File: src/sv/adat_frame_deframer_defines.svh
// ----------------------------------------------------------------------------
// ADAT deframer assertion macros
// Shared concurrent assertion helpers, clocked on clk, disabled in reset.
// ----------------------------------------------------------------------------
`ifndef ADAT_FRAME_DEFRAMER_DEFINES_SVH
`define ADAT_FRAME_DEFRAMER_DEFINES_SVH

`ifndef SYNTHESIS
// same-cycle implication
`define AFD_ASSERT_IMP(label, ante, cons) \
	label: assert property (@(posedge clk) disable iff (!arst_n) (ante) |-> (cons)) \
		else $error("adat deframer assertion failed");
// next-cycle implication
`define AFD_ASSERT_NXT(label, ante, cons) \
	label: assert property (@(posedge clk) disable iff (!arst_n) (ante) |=> (cons)) \
		else $error("adat deframer assertion failed");
`else
`define AFD_ASSERT_IMP(label, ante, cons)
`define AFD_ASSERT_NXT(label, ante, cons)
`endif

`endif

File: src/sv/afd_pkg.sv
// ----------------------------------------------------------------------------
// ADAT deframer package
// Types, constants and helper functions shared by the deframer modules.
// ----------------------------------------------------------------------------
package afd_pkg;

	localparam int WORD_W       = 32;
	localparam int STORE_WORDS  = 8;   // stored words; the ninth is the incoming word
	localparam int FRAME_BITS   = 256;
	localparam int N_CH         = 8;
	localparam int CH_FIRST_BIT = 16;
	localparam int CH_FIELD_W   = 30;
	localparam int SAMPLE_W     = 24;
	localparam int SYNC_W       = 12;

	localparam logic [SYNC_W-1:0] SYNC_PATTERN = 12'h801;
	localparam logic [3:0]        GATHER_FULL  = 4'd8;
	localparam logic [3:0]        NIBBLE_MAX   = 4'd15;

	// configuration register indexes
	localparam logic [1:0] REG_VERIFY_FRAMES = 2'd0;
	localparam logic [1:0] REG_FAIL_LIMIT    = 2'd1;

	typedef enum logic [2:0] {
		PH_HUNT   = 3'b001,
		PH_VERIFY = 3'b010,
		PH_LOCKED = 3'b100
	} phase_t;

	typedef struct packed {
		logic [15:0] errors;
		logic [7:0]  slip;
		logic [7:0]  loss;
		logic [7:0]  lock;
	} stats_t;

	typedef struct packed {
		stats_t                            stats;
		logic [N_CH-1:0][SAMPLE_W-1:0]     samples;
	} frame_t;

	// saturating 8-bit increment
	function automatic logic [7:0] sat_inc8(input logic [7:0] v);
		sat_inc8 = (v == 8'hFF) ? v : v + 8'd1;
	endfunction

	// drop the stuffed 1 ahead of each nibble of a 30-bit channel field
	function automatic logic [SAMPLE_W-1:0] unstuff(input logic [CH_FIELD_W-1:0] v);
		unstuff = {v[28:25], v[23:20], v[18:15], v[13:10], v[8:5], v[3:0]};
	endfunction

endpackage

File: src/sv/afd_sync_search.sv
// ----------------------------------------------------------------------------
// ADAT sync search
// Finds the lowest bit offset of the sync pattern across two line words.
// ----------------------------------------------------------------------------
module afd_sync_search (
	input  logic [afd_pkg::WORD_W-1:0] prior_word,
	input  logic [afd_pkg::WORD_W-1:0] word,
	output logic                       found,
	output logic [4:0]                 offset
);

	logic [2*afd_pkg::WORD_W-1:0] pair;

	assign pair = {prior_word, word};

	// independent compares; scanning downward leaves the lowest match
	always_comb begin
		found  = 1'b0;
		offset = '0;
		for (int i = afd_pkg::WORD_W - 1; i >= 0; i--) begin
			if (pair[2*afd_pkg::WORD_W-1-i -: afd_pkg::SYNC_W] == afd_pkg::SYNC_PATTERN) begin
				found  = 1'b1;
				offset = 5'(i);
			end
		end
	end

endmodule

File: src/sv/afd_unstuff.sv
// ----------------------------------------------------------------------------
// ADAT frame aligner and unstuffer
// Aligns a nine-word window at the bit offset, checks the header and
// extracts the eight 24-bit channel samples.
// ----------------------------------------------------------------------------
module afd_unstuff (
	input  logic [afd_pkg::STORE_WORDS-1:0][afd_pkg::WORD_W-1:0] store,
	input  logic [afd_pkg::WORD_W-1:0]                            word,
	input  logic [4:0]                                            offset,
	output logic                                                  header_good,
	output logic [afd_pkg::N_CH-1:0][afd_pkg::SAMPLE_W-1:0]       samples
);

	localparam int WIN_W = (afd_pkg::STORE_WORDS + 1) * afd_pkg::WORD_W;

	logic [WIN_W-1:0]                window;
	logic [WIN_W-1:0]                shifted;
	logic [afd_pkg::FRAME_BITS-1:0]  aligned;

	// store[0] is the oldest word and sits in the top bits
	always_comb begin
		for (int w = 0; w < afd_pkg::STORE_WORDS; w++) begin
			window[WIN_W-1-w*afd_pkg::WORD_W -: afd_pkg::WORD_W] = store[w];
		end
		window[afd_pkg::WORD_W-1:0] = word;
	end

	assign shifted     = window << offset;
	assign aligned     = shifted[WIN_W-1 -: afd_pkg::FRAME_BITS];
	assign header_good = (aligned[afd_pkg::FRAME_BITS-1 -: afd_pkg::SYNC_W]
		== afd_pkg::SYNC_PATTERN);

	// channel fields are 30 bits wide, starting 16 bits into the frame
	for (genvar ch = 0; ch < afd_pkg::N_CH; ch++) begin : g_ch
		localparam int POS = afd_pkg::CH_FIRST_BIT + afd_pkg::CH_FIELD_W * ch;
		assign samples[ch] = afd_pkg::unstuff(
			aligned[afd_pkg::FRAME_BITS-1-POS -: afd_pkg::CH_FIELD_W]);
	end

endmodule

File: src/sv/afd_result_buf.sv
// ----------------------------------------------------------------------------
// ADAT result buffer
// Holds one decoded frame and drains it as eight output transactions.
// ----------------------------------------------------------------------------
`include "adat_frame_deframer_defines.svh"

module afd_result_buf (
	input  logic                          clk,
	input  logic                          arst_n,
	input  logic                          load,
	input  afd_pkg::frame_t               frame,
	output logic                          can_load,
	output logic                          m_tvalid,
	input  logic                          m_tready,
	output logic [71:0]                   m_tdata,  // channel, sample, lock, loss, slip, errors
	output logic                          m_tlast
);

	logic [afd_pkg::N_CH-1:0][afd_pkg::SAMPLE_W-1:0] samples_q;
	afd_pkg::stats_t                                 stats_q;
	logic [3:0]                                      cnt_q;
	logic [2:0]                                      ch_q;
	logic                                            pop;

	assign m_tvalid = (cnt_q != 4'd0);
	assign pop      = m_tvalid && m_tready;
	// free now, or the last sample leaves at this edge
	assign can_load = (cnt_q == 4'd0) || ((cnt_q == 4'd1) && m_tready);

	// drain counters
	always_ff @(posedge clk or negedge arst_n) begin
		if (!arst_n) begin
			cnt_q <= '0;
			ch_q  <= '0;
		end else if (load) begin
			cnt_q <= 4'(afd_pkg::N_CH);
			ch_q  <= '0;
		end else if (pop) begin
			cnt_q <= cnt_q - 4'd1;
			ch_q  <= ch_q + 3'd1;
		end
	end

	// sample shift line and counter snapshot
	always_ff @(posedge clk) begin
		if (load) begin
			samples_q <= frame.samples;
			stats_q   <= frame.stats;
		end else if (pop) begin
			samples_q <= {{afd_pkg::SAMPLE_W{1'b0}}, samples_q[afd_pkg::N_CH-1:1]};
		end
	end

	assign m_tdata = {5'b0, stats_q.errors, stats_q.slip, stats_q.loss, stats_q.lock,
		samples_q[0], ch_q};
	assign m_tlast = (ch_q == 3'd7);

	`AFD_ASSERT_IMP(a_load_free, load, (cnt_q == 4'd0) || ((cnt_q == 4'd1) && pop))
	`AFD_ASSERT_NXT(a_ch_step, pop && (cnt_q > 4'd1) && !load, ch_q == $past(ch_q) + 3'd1)
	`AFD_ASSERT_IMP(a_cnt_ch, m_tvalid, (4'(ch_q) + cnt_q) == 4'd8)

endmodule

File: src/sv/adat_frame_deframer.sv
// ----------------------------------------------------------------------------
// ADAT frame deframer
// Hunts for ADAT sync in decoded line words, verifies and tracks frame
// lock, and emits the eight unstuffed channel samples of good locked frames.
//
//   channel  dir  handshake          payload
//   s_*      in   tvalid/tready      tdata[31:0] decoded_word
//   m_*      out  tvalid/tready      tdata channel..errors, tlast last_of_frame
//   cfg_*    in   cfg_valid/ready    cfg_index, cfg_data
//
// One decoded word is taken per cycle; all state updates happen at accept.
// A good locked frame completes on every eighth word and loads an 8-slot
// result register that drains one sample per cycle with m_tready high, from
// the next cycle on. s_tready drops only on a frame-completing word while
// the buffer holds untaken samples. Reset is immediate: no clearing pass.
// ----------------------------------------------------------------------------
module adat_frame_deframer (
	input  logic        clk,
	input  logic        arst_n,
	input  logic        s_tvalid,
	output logic        s_tready,
	input  logic [31:0] s_tdata,   // decoded_word
	output logic        m_tvalid,
	input  logic        m_tready,
	output logic [71:0] m_tdata,   // channel[2:0], sample[26:3], lock_total[34:27],
	                               // loss_total[42:35], slip_total[50:43],
	                               // header_errors[66:51], zero pad
	output logic        m_tlast,   // last_of_frame
	input  logic        cfg_valid,
	output logic        cfg_ready,
	input  logic [1:0]  cfg_index,
	input  logic [3:0]  cfg_data
);

	afd_pkg::phase_t                                           phase_q, phase_d;
	logic [afd_pkg::WORD_W-1:0]                                prior_q, prior_d;
	logic [afd_pkg::STORE_WORDS-1:0][afd_pkg::WORD_W-1:0]      store_q;
	logic [4:0]                                                offset_q, offset_d;
	logic [3:0]                                                gathered_q, gathered_d;
	logic [3:0]                                                verify_rem_q, verify_rem_d;
	logic [3:0]                                                fail_run_q, fail_run_d;
	afd_pkg::stats_t                                           stats_q, stats_d;
	logic [3:0]                                                verify_frames_q;
	logic [3:0]                                                fail_limit_q;

	logic                                                      accept;
	logic                                                      found;
	logic [4:0]                                                found_offset;
	logic                                                      header_good;
	logic [afd_pkg::N_CH-1:0][afd_pkg::SAMPLE_W-1:0]           samples;
	logic                                                      can_load;
	logic                                                      load;
	afd_pkg::frame_t                                           frame;
	logic                                                      st_we;
	logic [2:0]                                                st_idx;
	logic [afd_pkg::WORD_W-1:0]                                st_wd;
	logic                                                      st_we1;
	logic [3:0]                                                fr_inc;
	logic [3:0]                                                rem_dec;
	logic                                                      completing_locked;

	afd_sync_search u_search (
		.prior_word (prior_q),
		.word       (s_tdata),
		.found      (found),
		.offset     (found_offset)
	);

	afd_unstuff u_unstuff (
		.store       (store_q),
		.word        (s_tdata),
		.offset      (offset_q),
		.header_good (header_good),
		.samples     (samples)
	);

	afd_result_buf u_buf (
		.clk      (clk),
		.arst_n   (arst_n),
		.load     (load),
		.frame    (frame),
		.can_load (can_load),
		.m_tvalid (m_tvalid),
		.m_tready (m_tready),
		.m_tdata  (m_tdata),
		.m_tlast  (m_tlast)
	);

	// backpressure only where a decoded frame could land on a busy buffer
	assign completing_locked = (phase_q == afd_pkg::PH_LOCKED)
		&& (gathered_q == afd_pkg::GATHER_FULL);
	assign s_tready  = !completing_locked || can_load;
	assign accept    = s_tvalid && s_tready;
	assign cfg_ready = 1'b1;

	assign frame.samples = samples;
	assign frame.stats   = stats_q;

	assign fr_inc  = (fail_run_q < afd_pkg::NIBBLE_MAX) ? fail_run_q + 4'd1 : fail_run_q;
	assign rem_dec = (verify_rem_q != 4'd0) ? verify_rem_q - 4'd1 : 4'd0;

	// next-state logic for one accepted word
	always_comb begin
		phase_d      = phase_q;
		prior_d      = prior_q;
		offset_d     = offset_q;
		gathered_d   = gathered_q;
		verify_rem_d = verify_rem_q;
		fail_run_d   = fail_run_q;
		stats_d      = stats_q;
		st_we        = 1'b0;
		st_idx       = gathered_q[2:0];
		st_wd        = s_tdata;
		st_we1       = 1'b0;
		load         = 1'b0;
		if (accept) begin
			case (phase_q)
				afd_pkg::PH_VERIFY, afd_pkg::PH_LOCKED: begin
					if (gathered_q != afd_pkg::GATHER_FULL) begin
						st_we      = 1'b1;
						gathered_d = gathered_q + 4'd1;
					end else if (!header_good) begin
						stats_d.errors = stats_q.errors + 16'd1;
						if ((phase_q == afd_pkg::PH_LOCKED) && (fr_inc < fail_limit_q)) begin
							// skip this frame, keep the lock
							fail_run_d = fr_inc;
							st_we      = 1'b1;
							st_idx     = 3'd0;
							gathered_d = 4'd1;
						end else begin
							if (phase_q == afd_pkg::PH_LOCKED) begin
								stats_d.slip = afd_pkg::sat_inc8(stats_q.slip);
								stats_d.loss = afd_pkg::sat_inc8(stats_q.loss);
								fail_run_d   = 4'd0;
							end
							phase_d    = afd_pkg::PH_HUNT;
							prior_d    = '0;
							gathered_d = 4'd0;
						end
					end else begin
						// good header: carry the last word into the next frame
						st_we      = 1'b1;
						st_idx     = 3'd0;
						gathered_d = 4'd1;
						if (phase_q == afd_pkg::PH_LOCKED) begin
							fail_run_d = 4'd0;
							load       = 1'b1;
						end else begin
							verify_rem_d = rem_dec;
							if (rem_dec == 4'd0) begin
								phase_d      = afd_pkg::PH_LOCKED;
								fail_run_d   = 4'd0;
								stats_d.lock = afd_pkg::sat_inc8(stats_q.lock);
							end
						end
					end
				end
				default: begin
					// hunting, and any unused phase code
					if (found) begin
						st_we        = 1'b1;
						st_idx       = 3'd0;
						st_wd        = prior_q;
						st_we1       = 1'b1;
						gathered_d   = 4'd2;
						offset_d     = found_offset;
						verify_rem_d = verify_frames_q;
						if (verify_frames_q == 4'd0) begin
							phase_d      = afd_pkg::PH_LOCKED;
							fail_run_d   = 4'd0;
							stats_d.lock = afd_pkg::sat_inc8(stats_q.lock);
						end else begin
							phase_d = afd_pkg::PH_VERIFY;
						end
					end else begin
						phase_d = afd_pkg::PH_HUNT;
						prior_d = s_tdata;
					end
				end
			endcase
		end
	end

	// control and counter state
	always_ff @(posedge clk or negedge arst_n) begin
		if (!arst_n) begin
			phase_q      <= afd_pkg::PH_HUNT;
			prior_q      <= '0;
			offset_q     <= '0;
			gathered_q   <= '0;
			verify_rem_q <= '0;
			fail_run_q   <= '0;
			stats_q      <= '0;
		end else begin
			phase_q      <= phase_d;
			prior_q      <= prior_d;
			offset_q     <= offset_d;
			gathered_q   <= gathered_d;
			verify_rem_q <= verify_rem_d;
			fail_run_q   <= fail_run_d;
			stats_q      <= stats_d;
		end
	end

	// frame word store
	always_ff @(posedge clk) begin
		if (st_we) begin
			store_q[st_idx] <= st_wd;
		end
		if (st_we1) begin
			store_q[1] <= s_tdata;
		end
	end

	// configuration registers
	always_ff @(posedge clk or negedge arst_n) begin
		if (!arst_n) begin
			verify_frames_q <= 4'd8;
			fail_limit_q    <= 4'd2;
		end else if (cfg_valid && cfg_ready) begin
			case (cfg_index)
				afd_pkg::REG_VERIFY_FRAMES: verify_frames_q <= cfg_data;
				afd_pkg::REG_FAIL_LIMIT:    fail_limit_q    <= cfg_data;
				default: begin
				end
			endcase
		end
	end

endmodule

File: config.mk
export PLATFORM = sky130hd
export DESIGN_NAME = adat_frame_deframer
export DESIGN_NICKNAME = d
export VERILOG_FILES = /design/src/sv/afd_pkg.sv /design/src/sv/afd_sync_search.sv /design/src/sv/afd_unstuff.sv /design/src/sv/afd_result_buf.sv /design/src/sv/adat_frame_deframer.sv
export VERILOG_INCLUDE_DIRS = /design/src /design/src/sv
export SDC_FILE = /design/constraint.sdc
export NUM_CORES = 2
export LEC_CHECK = 0
export ABC_AREA = 1
export BUFFER_PORTS_ARGS = -buffer_cell sky130_fd_sc_hd__buf_2
export CORE_MARGIN = 2
export CORE_UTILIZATION = 28
export CTS_BUF_LIST = sky130_fd_sc_hd__clkbuf_4 sky130_fd_sc_hd__clkbuf_8 sky130_fd_sc_hd__clkbuf_16
export CTS_CLUSTER_DIAMETER = 60
export CTS_CLUSTER_SIZE = 28
export DETAILED_ROUTE_END_ITERATION = 8
export GPL_TIMING_DRIVEN = 0
export SLEW_MARGIN = 30
export SYNTH_ARGS = -nofsm -noshare
export SYNTH_HDL_FRONTEND = slang
export SYNTH_HIERARCHICAL = 1
export SYNTH_SLANG_ARGS = --single-unit
File: constraint.sdc
create_clock -name clk -period 9.8 [get_ports clk]
set_clock_uncertainty 0.15 [all_clocks]
set_input_delay 1.96 -clock clk [delete_from_list [all_inputs] [get_ports clk]]
set_output_delay 1.96 -clock clk [all_outputs]
set_load 0.01 [all_outputs]
==> results.cfg <==
[worst_setup_path]
start_kind = register
r2r-end = u_buf/samples_q[109]
startpoint = offset_q[2]
r2r_start = offset_q[2]
endpoint_kind = register
crit_end = u_buf/samples_q[109]
cp_max_fo = 86
critPathKind = register to register
required_ns = 10.00
reg2reg_slack_ns = 3.50
r2r_cells = 17
arrival_ns = 6.51

[synthesis]
synthesis.area_mm2 = 0.0391
synth.top_cell.area_share = 0.375
avgSynthCellArea_um2 = 7.58
yosysMostFrequentCell = nand2_1
synth_ff_type = edfxtp_1
yosys.area.top_type = edfxtp_1
syn_inst = 5160
synth_seq_cells = 595
ys_seq_area_frac = 0.444
synth-edff-count = 488
ys_top_cells_by_area = edfxtp_1 37%, nand2_1 17%, nand3_1 9.8%
synth_cell_type_count = 61
ys_warn_count = 6
synth_common_cells = 1,758 x nand2_1, 763 x nand3_1, 488 x edfxtp_1, 406 x o21ai_0, 260 x o21ai_1
async_flop_share = 0.180

[cts]
cts_sinks = 595
ctsHoldBuffers = 0
cts_tree = built
cts_max_level = 3
cts_inserted_buffers = 72
cts_resized = 0
cts_setup_buffers = 0
clockBufferDepth = 3
cts-root-buf = clkbuf_16
clk_pin_slew_ns = 0.08
clock_latency_ns = 0.75

[drt]
m1WireLength_um = 107000
drt-vias-per-instance = 5.79
vias = 42456
ant_nets = 0
top_layer = met5
drtIter0Drc = 6602
wl_per_cell_um = 34.9
totalWireLength_um = 256000
wl_met2_um = 110000
drc_errors = 0
firstDrtPassIters = 7
route.met3.wl_um = 26300

[placement]
post-place-ws_ns = 3.14
portBuffers = 112
gp_congestion = 1.07
placed_cells = 7188
place_hpwl_um = 202000

[sta]
hold_slack_ns = 0.313
setup_viol = 0
hold_violations = 0
period_minus_slack_ns = 6.30
slew_violations = 0
min_period_over_period = 0.643
fmax_mhz = 159
rsz0062_at_grt = false
worst-slew-pin-transition_ns = 1.11
layout_setup_ws_ns = 3.50
maxSlewHeadroom = 0.252

[floorplan]
core_mm2 = 0.139
rows = 137
die_h_um = 378
die_area_mm2 = 0.143
initial_core_util = 0.281
chipWidth_um = 378
io_pins = 119

[hold_path]
worstHoldPathType = register to register

[power_and_ir_drop]
vdd_drop_max_uv = 187
leakage_nw = 19.3
p_per_area_mw_per_mm2 = 347

[final_layout]
syn2layout_area_growth_pct = 16.3
drive_gt1_frac = 0.115
instances_no_fill = 7336
fin_nets = 5444
nFillCells = 15071

[global_routing]
grt_overflow = 0
grt_pass1_wl_um = 340000
grt_use_total = 0.351
grt_max_degree = 87
antenna_found_initial = 9
grt_pass1_vias = 39134

[status]
status = finished, final reports clean

[flow_run]
drv_cap = 0
## area by class of cell
cell class	count	area [µm²]	area share
Buffer	384	2180	0.0479
Tap cell	1876	2350	0.0516
Antenna cell	14	35.0	0.000771
Clock inverter	59	830	0.0182
Timing Repair Buffer	148	1150	0.0252
Clock buffer	75	1830	0.0403
Multi-Input combinational cell	3992	19000	0.419
Inverter	193	734	0.0162
Sequential cell	595	17300	0.381
## layer usage
| layer | vias up | global-route usage |
|---|---|---|
| li1 | 18152 | - |
| met5 | - | 0 |
| met1 | 20834 | 0.477 |
| met2 | 2872 | 0.533 |
| met4 | 2 | 0.153 |
| met3 | 596 | 0.0792 |
## through the flow
step	util	power (mW)	area, µm²	setup TNS, ns
final	0.327	15.8	45500	0
after global routing	0.327	15.9	45400	0
after CTS	0.327	15.2	45400	0
after detailed placement	0.308	12.2	42800	0
after global placement	0.302	12.3	42000	-1768.31
after floorplan	-	7.65	39100	0
## critical path: stages, from the launching register on
cell     delay, ns
dfrtp_1       0.55
inv_2         0.27
buf_1         0.76
buf_2         0.50
nand2_1       0.11
nand2_1       0.17
nand4_1       0.14
nand2_1       0.10
nand3_1       0.10
a21oi_2       0.57
inv_1         0.26
nor4_2        0.51
buf_4         0.27
buf_4         0.18
inv_4         0.08
nand2_8       0.25
buf_16        0.37
buf_16        0.37
## sequential cells by signal, summed over array words and instances, names as in the netlist, 5 cells and up
name / flops
u_buf/samples_q: 168
store_q: 256
offset_q: 5
u_buf/m_tdata: 64
prior_q: 32
frame: 40
## power by group
group / switching, mW / leakage [nW] / total, mW / internal (mW)
Combinational: 7.54 / 12.1 / 9.55 / 2.01
Clock: 1.42 / 1.28 / 2.97 / 1.54
Sequential: 0.167 / 5.87 / 3.28 / 3.11
Total: 9.13 / 19.2 / 15.8 / 6.66
## cell families (layout without fill, tap and decap cells)
family | count (synthesis) | after routing | share of synthesized area
buffers and inverters | 577 | 859 | 0.0744
other | 2 | 20 | 0.000192
multiplexers | 62 | 62 | 0.0159
AO/OA/AOI/OAI | 898 | 898 | 0.124
adder cells (fa/ha/maj) | 15 | 15 | 0.00480
AND/OR/NAND/NOR | 2979 | 2979 | 0.330
flip-flops | 595 | 595 | 0.444
XOR/XNOR | 32 | 32 | 0.00717
## worst min-delay path by stage
stage | start | endpoint | slack, ns | cells past startpoint
3_3_place_gp | frame[213] | u_buf/m_tdata[48] | 0.29 | 0
2_1_floorplan | frame[207] | u_buf/m_tdata[42] | 0.27 | 0
5_1_grt | frame[207] | u_buf/m_tdata[42] | 0.34 | 0
4_1_cts | frame[213] | u_buf/m_tdata[48] | 0.31 | 0
6_report | frame[207] | u_buf/m_tdata[42] | 0.31 | 0
3_5_place_dp | frame[214] | u_buf/m_tdata[49] | 0.29 | 0
## layout by cell type, fill, tap and decap left out, drive strengths merged, types with 10 or more instances in the layout
cell type	n
a21oi	39
a31oi	32
buf	406
clkbuf	201
clkinv	23
dfrtp	104
diode	14
edfxtp	488
ha	15
inv	224
mux2i	61
nand2	1773
nand3	767
nand4	24
nor2	223
nor3	35
nor4	24
o211ai	49
o21a	11
o21ai	666
o22ai	79
or2	120
xnor2	10
xor2	22
Power figures use the tool's default switching activity.
